**src/hw/rtl/connection_table_with_idle_aging_assert.svh**
```systemverilog
// Assertion macros for the connection table with idle aging.
`ifndef CONNECTION_TABLE_WITH_IDLE_AGING_ASSERT_SVH
`define CONNECTION_TABLE_WITH_IDLE_AGING_ASSERT_SVH
`ifndef SYNTHESIS
`define CTIA_ASSERT_SAME(label, clk, rst_n, ante, cons) \
    label: assert property (@(posedge clk) disable iff (!rst_n) (ante) |-> (cons)) \
        else $error("connection table check failed");
`define CTIA_ASSERT_NEXT(label, clk, rst_n, ante, cons) \
    label: assert property (@(posedge clk) disable iff (!rst_n) (ante) |=> (cons)) \
        else $error("connection table sequencing check failed");
`else
`define CTIA_ASSERT_SAME(label, clk, rst_n, ante, cons)
`define CTIA_ASSERT_NEXT(label, clk, rst_n, ante, cons)
`endif
`endif

```
**src/hw/rtl/ctia_pkg.sv**
```systemverilog
// Shared types and constants of the connection table with idle aging.
package ctia_pkg;

    localparam int TABLE_ENTRIES = 16;
    localparam int IDX_W = (TABLE_ENTRIES > 1) ? $clog2(TABLE_ENTRIES) : 1;

    typedef enum logic [2:0] {
        FN_ADD    = 3'd0,
        FN_TOUCH  = 3'd1,
        FN_REMOVE = 3'd2,
        FN_LOOKUP = 3'd3,
        FN_TICK   = 3'd4
    } t_func;

    typedef enum logic [1:0] {
        ST_OK     = 2'd0,
        ST_ABSENT = 2'd1,
        ST_FULL   = 2'd2
    } t_status;

    typedef enum logic [1:0] {
        CFG_TIMEOUT  = 2'd0,
        CFG_INTERVAL = 2'd1,
        CFG_SWEEP_EN = 2'd2
    } t_cfg_idx;

    // Result of examining one entry in one scan cycle.
    typedef struct packed {
        logic        hit;
        logic        free;
        logic        expire;
        logic [31:0] age;
    } t_scan_res;

endpackage

```
**src/hw/rtl/ctia_entry_unit.sv**
```systemverilog
// Shared per-entry unit: key match, free check, saturating age and expiry compare.
module ctia_entry_unit
    import ctia_pkg::*;
(
    input  logic        i_valid,
    input  logic [15:0] i_entry_key,
    input  logic [31:0] i_entry_age,
    input  logic [15:0] i_key,
    input  logic [31:0] i_timeout,
    input  logic        i_sweep,
    output t_scan_res   o_res
);

    logic [31:0] w_age_inc;

    // Saturate at all ones.
    assign w_age_inc = (i_entry_age == '1) ? i_entry_age : i_entry_age + 32'd1;

    always_comb begin
        o_res.hit    = i_valid && (i_entry_key == i_key);
        o_res.free   = !i_valid;
        o_res.age    = w_age_inc;
        o_res.expire = i_valid && i_sweep && (w_age_inc > i_timeout);
    end

endmodule

```
**src/hw/rtl/connection_table_with_idle_aging.sv**
```systemverilog
// Top level: connection table sequencer, entry storage and configuration registers.
//
// Each item (add, touch, remove, lookup or tick) scans the table one entry per
// cycle through a single shared compare/age unit, then applies the change in
// S_APPLY. The result strobe o_done rises as S_APPLY ends and busy drops in
// that same cycle, so a new item is taken only once the last one is done; the
// scan length is set by the one-entry-per-cycle table walk. Unused function
// codes give an all-zero result in the cycle after acceptance. Each result is
// on the o_ ports for exactly one cycle while o_done is high and cannot be held
// off by the receiver. The configuration channel is always ready; write it only
// while busy is low.
`include "connection_table_with_idle_aging_assert.svh"

module connection_table_with_idle_aging
    import ctia_pkg::*;
(
    input  logic        i_clk,
    input  logic        i_rst_n,
    input  logic        start,
    output logic        busy,
    input  logic [2:0]  i_func,
    input  logic [15:0] i_local_port,
    input  logic [31:0] i_remote_address,
    input  logic [15:0] i_remote_port_in,
    input  logic        i_cfg_valid,
    output logic        o_cfg_ready,
    input  logic [1:0]  i_cfg_index,
    input  logic [31:0] i_cfg_data,
    output logic        o_done,
    output logic [1:0]  o_status,
    output logic        o_found,
    output logic [31:0] o_remote_address_out,
    output logic [15:0] o_remote_port_out,
    output logic [4:0]  o_expired_count
);

    typedef enum logic [1:0] {
        S_IDLE,
        S_SCAN,
        S_APPLY
    } t_state;

    t_state r_state;
    t_func  r_op;

    logic [IDX_W-1:0] r_idx;
    logic [IDX_W-1:0] r_slot;
    logic [IDX_W-1:0] r_fslot;
    logic             r_hit;
    logic             r_free;
    logic             r_sweep;
    logic [4:0]       r_count;

    logic [31:0] r_timeout;
    logic [31:0] r_interval;
    logic        r_sweep_en;
    logic [31:0] r_countdown;

    logic [TABLE_ENTRIES-1:0] r_valid;
    logic [15:0]              r_key_arr  [TABLE_ENTRIES];
    logic [31:0]              r_addr_arr [TABLE_ENTRIES];
    logic [15:0]              r_port_arr [TABLE_ENTRIES];
    logic [31:0]              r_age_arr  [TABLE_ENTRIES];

    logic [15:0] r_key;
    logic [31:0] r_in_addr;
    logic [15:0] r_in_port;

    logic        r_done;
    t_status     r_status;
    logic        r_found;
    logic [31:0] r_addr_out;
    logic [15:0] r_port_out;
    logic [4:0]  r_exp_out;

    logic        w_accept;
    logic        w_last;
    logic [31:0] n_cd_inc;
    logic [31:0] w_period;
    logic        n_sweep;
    logic [31:0] n_countdown;
    logic [IDX_W-1:0] w_add_slot;
    t_scan_res   w_res;

    assign busy        = (r_state != S_IDLE);
    assign o_cfg_ready = 1'b1;
    assign w_accept    = start && !busy;
    assign w_last      = (r_idx == IDX_W'(TABLE_ENTRIES - 1));
    assign w_add_slot  = r_hit ? r_slot : r_fslot;

    assign o_done               = r_done;
    assign o_status             = r_status;
    assign o_found              = r_found;
    assign o_remote_address_out = r_addr_out;
    assign o_remote_port_out    = r_port_out;
    assign o_expired_count      = r_exp_out;

    // Decide at tick acceptance whether this tick sweeps.
    always_comb begin
        n_cd_inc = (r_countdown == '1) ? r_countdown : r_countdown + 32'd1;
        w_period = (r_interval == '0) ? 32'd1 : r_interval;
        n_sweep  = r_sweep_en && (n_cd_inc >= w_period);
        if (!r_sweep_en || n_sweep) begin
            n_countdown = '0;
        end else begin
            n_countdown = n_cd_inc;
        end
    end

    ctia_entry_unit u_entry (
        .i_valid     (r_valid[r_idx]),
        .i_entry_key (r_key_arr[r_idx]),
        .i_entry_age (r_age_arr[r_idx]),
        .i_key       (r_key),
        .i_timeout   (r_timeout),
        .i_sweep     (r_sweep),
        .o_res       (w_res)
    );

    always_ff @(posedge i_clk) begin
        if (!i_rst_n) begin
            r_state     <= S_IDLE;
            r_op        <= FN_ADD;
            r_idx       <= '0;
            r_slot      <= '0;
            r_fslot     <= '0;
            r_hit       <= 1'b0;
            r_free      <= 1'b0;
            r_sweep     <= 1'b0;
            r_count     <= '0;
            r_timeout   <= 32'd30000;
            r_interval  <= 32'd1000;
            r_sweep_en  <= 1'b0;
            r_countdown <= '0;
            r_valid     <= '0;
            r_done      <= 1'b0;
            r_status    <= ST_OK;
            r_found     <= 1'b0;
            r_addr_out  <= '0;
            r_port_out  <= '0;
            r_exp_out   <= '0;
        end else begin
            r_done <= 1'b0;

            if (i_cfg_valid && o_cfg_ready) begin
                unique case (t_cfg_idx'(i_cfg_index))
                    CFG_TIMEOUT:  r_timeout  <= i_cfg_data;
                    CFG_INTERVAL: r_interval <= i_cfg_data;
                    CFG_SWEEP_EN: r_sweep_en <= i_cfg_data[0];
                    default: ;
                endcase
            end

            unique case (r_state)
                S_IDLE: begin
                    if (w_accept) begin
                        r_op       <= t_func'(i_func);
                        r_idx      <= '0;
                        r_hit      <= 1'b0;
                        r_free     <= 1'b0;
                        r_count    <= '0;
                        r_sweep    <= 1'b0;
                        r_addr_out <= '0;
                        r_port_out <= '0;
                        unique case (t_func'(i_func)) inside
                            FN_ADD, FN_TOUCH, FN_REMOVE, FN_LOOKUP: begin
                                r_state <= S_SCAN;
                            end
                            FN_TICK: begin
                                r_sweep     <= n_sweep;
                                r_countdown <= n_countdown;
                                r_state     <= S_SCAN;
                            end
                            default: begin
                                // No operation: all-zero result right away.
                                r_done    <= 1'b1;
                                r_status  <= ST_OK;
                                r_found   <= 1'b0;
                                r_exp_out <= '0;
                            end
                        endcase
                    end
                end
                S_SCAN: begin
                    if (r_op == FN_TICK) begin
                        if (w_res.expire) begin
                            r_valid[r_idx] <= 1'b0;
                            if (r_count != '1) begin
                                r_count <= r_count + 5'd1;
                            end
                        end
                    end else begin
                        if (w_res.hit && !r_hit) begin
                            r_hit      <= 1'b1;
                            r_slot     <= r_idx;
                            r_addr_out <= r_addr_arr[r_idx];
                            r_port_out <= r_port_arr[r_idx];
                        end
                        if (w_res.free && !r_free) begin
                            r_free  <= 1'b1;
                            r_fslot <= r_idx;
                        end
                    end
                    if (w_last) begin
                        r_state <= S_APPLY;
                    end else begin
                        r_idx <= r_idx + IDX_W'(1);
                    end
                end
                S_APPLY: begin
                    r_state   <= S_IDLE;
                    r_done    <= 1'b1;
                    r_found   <= (r_op == FN_TICK) ? 1'b0 : r_hit;
                    r_exp_out <= (r_op == FN_TICK) ? r_count : 5'd0;
                    r_status  <= ST_OK;
                    // Address and port go out only on a lookup hit.
                    if (r_op != FN_LOOKUP || !r_hit) begin
                        r_addr_out <= '0;
                        r_port_out <= '0;
                    end
                    unique case (r_op)
                        FN_ADD: begin
                            if (r_hit || r_free) begin
                                r_valid[w_add_slot] <= 1'b1;
                            end else begin
                                r_status <= ST_FULL;
                            end
                        end
                        FN_REMOVE: begin
                            if (r_hit) begin
                                r_valid[r_slot] <= 1'b0;
                            end else begin
                                r_status <= ST_ABSENT;
                            end
                        end
                        FN_TOUCH, FN_LOOKUP: begin
                            if (!r_hit) begin
                                r_status <= ST_ABSENT;
                            end
                        end
                        default: ;
                    endcase
                end
                default: r_state <= S_IDLE;
            endcase
        end
    end

    // Entry payload and latched item fields.
    always_ff @(posedge i_clk) begin
        if (w_accept) begin
            r_key     <= i_local_port;
            r_in_addr <= i_remote_address;
            r_in_port <= i_remote_port_in;
        end
        if (r_state == S_SCAN && r_op == FN_TICK && r_valid[r_idx]) begin
            r_age_arr[r_idx] <= w_res.age;
        end else if (r_state == S_APPLY) begin
            if (r_op == FN_ADD && (r_hit || r_free)) begin
                r_key_arr[w_add_slot]  <= r_key;
                r_addr_arr[w_add_slot] <= r_in_addr;
                r_port_arr[w_add_slot] <= r_in_port;
                r_age_arr[w_add_slot]  <= '0;
            end else if (r_op == FN_TOUCH && r_hit) begin
                r_age_arr[r_slot] <= '0;
            end
        end
    end

    `CTIA_ASSERT_SAME(a_done_idle, i_clk, i_rst_n, o_done, r_state == S_IDLE)
    `CTIA_ASSERT_NEXT(a_scan_holds, i_clk, i_rst_n, r_state == S_SCAN && !w_last, r_state == S_SCAN)
    `CTIA_ASSERT_SAME(a_full_not_found, i_clk, i_rst_n, o_done && o_status == ST_FULL, !o_found)
    `CTIA_ASSERT_SAME(a_data_needs_hit, i_clk, i_rst_n, o_done && o_remote_port_out != '0, o_found && o_status == ST_OK)
    `CTIA_ASSERT_SAME(a_expire_ok, i_clk, i_rst_n, o_done && o_expired_count != '0, o_status == ST_OK && !o_found)

endmodule

```
**config.mk**
```make
export PLATFORM = sky130hd
export DESIGN_NAME = connection_table_with_idle_aging
export DESIGN_NICKNAME = d
export VERILOG_FILES = /design/src/hw/rtl/ctia_pkg.sv /design/src/hw/rtl/ctia_entry_unit.sv /design/src/hw/rtl/connection_table_with_idle_aging.sv
export VERILOG_INCLUDE_DIRS = /design/src /design/src/hw/rtl
export SDC_FILE = /design/constraint.sdc
export NUM_CORES = 2
export LEC_CHECK = 0
export BUFFER_PORTS_ARGS = -buffer_cell sky130_fd_sc_hd__buf_4
export CORE_ASPECT_RATIO = 0.9
export CORE_MARGIN = 3
export CORE_UTILIZATION = 55
export DETAILED_ROUTE_END_ITERATION = 12
export PLACE_DENSITY = 0.71
export SETUP_SLACK_MARGIN = 0.05
export SLEW_MARGIN = 10
export SYNTH_ARGS = -nofsm -noshare
export SYNTH_HDL_FRONTEND = slang
export SYNTH_HIERARCHICAL = 1
export SYNTH_SLANG_ARGS = --single-unit
```
**constraint.sdc**
```tcl
create_clock -name i_clk -period 7.35 [get_ports i_clk]
set_input_delay 0.735 -clock i_clk [delete_from_list [all_inputs] [get_ports i_clk]]
set_output_delay 0.735 -clock i_clk [all_outputs]
set_load 0.01 [all_outputs]
```
==> run_results.csv <==
group,metric,value,unit
clock_tree,ctsResizeCount,0,
sta,setup_viol,0,
sta,tns,0,ns
drt,via_per_inst,6.26,
yosys,yosys_warnings,6,
layout,final_nets,4220,
global_routing,grt_max_degree,114,
yosys,synth_seq_cells,1799,
global_routing,gr-usage-all-layers,0.242,
layout,fin_cells,5887,
drt,drt_iter0_markers,3816,
sta,relSlewSlack,0.217,
worst_setup_path,crit_type,"flop to flop",
run,maxCapViolCount,0,
power_and_ir_drop,ir_drop,206,uV
floorplan,die_h,348,um
yosys,synth_edf_count,1600,
worst_setup_path,cpMaxStageDelayCell,"a2111oi_4",
worst_setup_path,cp.required,8.01,ns
sta,timing.final.crit_share,0.894,
hold_path,min-delay-path-class,"primary input to flop",
worst_setup_path,cp_cell_sequence,"buf_4, mux4_2, mux4_2, ha_1, nand2_1, nor4_1, a2111oi_4, nand3_1, xnor2_1, ha_1, nand4_1, nor4_1, o31ai_1, a21oi_1, a21oi_1, nor3_1, o21ai_1, o221a_2",
layout,layout_commonest_cell,"edfxtp_1",
global_routing,first_global_vias,37000,
floorplan,io_pins,164,
layout,drive_above_1_share,0.241,
placement,place_area,0.0752,sq mm
layout,fin_util,0.630,
worst_setup_path,crit_buf_inv,1,
worst_setup_path,cp_top_family,"compound AO/OA/AOI/OAI gates",
drt,wirelength,162,mm
global_routing,overflow,0,
clock_tree,insertion_delay,0.79,ns
global_routing,antenna_found_initial,3,
drt,drc,0,
run_status,status,"finished, final reports clean",
yosys,syn_area_per_cell,18.8,sq um
sta,hold_viol,0,
worst_setup_path,rr_endpoint,"r_valid[0]",
worst_setup_path,critPathMaxStageDelay,0.59,ns
clock_tree,postCtsSetupBuffers,0,
yosys,synth_fp_nets,3998,
clock_tree,clk_pin_slew_worst_paths,0.06,ns
drt,vias,36900,
hold_path,hp-start,"i_remote_address[10]",
clock_tree,numClockSinks,1799,
placement,dp_cells,5569,
clock_tree,cts_tree,"yes",
clock_tree,htree_levels,4,
yosys,synth_cells,3818,
placement,dpl.hpwl,89.8,mm
clock_tree,cts_root_buffer,"clkbuf_16",
floorplan,coreArea,0.128,sq mm
floorplan,dieArea,0.135,sq mm
placement,gp_congestion,0.855,
layout,area_delta_synth_final,12.7,%
yosys,ys_seq_area_frac,0.726,
worst_setup_path,crit_path_end_kind,"flop",
yosys,synth_ff_type,"edfxtp_1",
drt,dr.pass1.iters,6,
worst_setup_path,r2r_slack,0.78,ns
power_and_ir_drop,p_total,20.7,mW
placement,io_buffers,162,
sta,fmax,0.152,GHz
power_and_ir_drop,p_per_area,256,mW/mm^2
floorplan,std_cell_rows,124,
floorplan,start_util,0.559,
clock_tree,clockBufferDepth,3,
hold_path,whs_path_depth,1,
worst_setup_path,crit_path_start_kind,"flop",
drt,drtAntennaViolNets,0,
power_and_ir_drop,p_leak,23.4,nW
sta,finClkSkew,0.0258,ns
floorplan,die-width,386,um
worst_setup_path,r2r.worst_path.cells,18,
yosys,synth_cell_types,73,
yosys,async_flop_share,0,
worst_setup_path,cp.arrival,7.23,ns
yosys,syn_area,0.0716,sq mm
clock_tree,cts_made_buffers,170,
sta,rsz0062_at_grt,"no",
sta,tightest_slew,1.17,ns
sta,period_needed,6.57,ns
clock_tree,cts_hold_buf,0,
hold_path,hold_end,"r_in_addr[10]",
worst_setup_path,crit_fanout,16,
layout,fin_area,0.0807,sq mm
drt,routedWlPerCell,27.4,um
layout,layout_common_cells,"1600 x edfxtp_1, 437 x mux4_2, 239 x buf_4",
sta,slew_viol_final,0,
global_routing,grt_first_pass_wirelength,242,mm
==> cell families after synthesis <==
kind of cell,Yosys count,share of synthesized area
DFF,1799,0.726
and+or+nand+nor,678,0.0496
muxes,495,0.146
AOI/OAI and AO/OA,406,0.0397
buffers and inverters,286,0.0160
xor gates and xnor gates,78,0.00964
adders and majority gates,75,0.0131
other,1,0.0000524
==> metal layers <==
layer / wire length [um] / share of wire / up-vias / global-route usage
met2: 78900 / 0.49 / 1574 / 0.391
met1: 67500 / 0.42 / 19200 / 0.351
met4: 2760 / 0.017 / 0 / 0.0580
li1: - / - / 15900 / -
met5: 0 / 0 / - / 0
met3: 12400 / 0.076 / 215 / 0.0389
==> worst max-delay path by stage <==
stage,from,to,slack [ns],depth (start not counted)
3_3_place_gp,flop,r_valid[10],0.90,18
3_5_place_dp,flop,r_valid[2],0.80,18
2_1_floorplan,flop,r_valid[10],1.50,23
4_1_cts,flop,r_valid[0],0.79,18
5_1_grt,flop,r_valid[15],0.34,19
6_report,flop,r_valid[0],0.78,18
==> synth_stat cells, types with 22 or more instances <==
cell type	number	share of area
mux2i_1	56	0.0078
a21boi_0	62	0.0065
nor2b_1	119	0.010
mux4_2	437	0.14
ha_1	75	0.013
nand2_1	193	0.010
clkbuf_1	131	0.0069
a21oi_1	91	0.0064
nor3_1	36	0.0025
and2_1	41	0.0036
nor2_1	95	0.0050
a22oi_1	59	0.0062
o21ai_0	35	0.0024
inv_1	87	0.0046
xor2_1	55	0.0067
edfxtp_1	1600	0.67
nand4_1	30	0.0026
a211oi_1	51	0.0053
dfxtp_1	199	0.056
xnor2_1	22	0.0027
nand3_1	52	0.0036
buf_2	45	0.0031
==> report_power, final <==
| group | switching (mW) | total, mW | leakage, nW | internal, mW |
|---|---|---|---|---|
| clock network | 3.73 | 8.61 | 2.70 | 4.88 |
| registers | 0.160 | 11.4 | 14.4 | 11.2 |
| logic | 0.389 | 0.720 | 6.33 | 0.330 |
==> worst register-to-register path: cells and delay by family (launching register included) <==
kind | cells | cell delay (ns)
compound gates | 6 | 2.16
xor+xnor | 1 | 0.19
fa+ha+maj | 2 | 0.61
buf+inv | 1 | 0.37
flops | 1 | 0.56
mux | 2 | 1.14
simple gates | 6 | 1.44
==> metrics by stage <==
stage	hold slack, ns	setup WS (ns)
6_report	0.118	0.779
5_1_grt	0.0769	0.342
4_1_cts	0.0554	0.787
3_5_place_dp	0.459	0.797
3_3_place_gp	0.454	0.901
2_1_floorplan	0.431	1.50
==> registers in the layout (all words and copies together), names as in the netlist, 256 cells and up, named ones only <==
name,cells
r_port_arr,256
r_age_arr,512
r_addr_arr,512
r_key_arr,256
==> area by class of cell <==
cell class | instances | area (sq um)
antenna | 1 | 2.50
clock buffer | 234 | 4760
clock inverter | 83 | 757
fill | 8784 | 47400
inverter | 88 | 333
multi-input combinational | 1733 | 18700
sequential | 1799 | 52000
tap | 1701 | 2130
timing repair buffer | 248 | 1970
(Power assumes the default switching activity.)
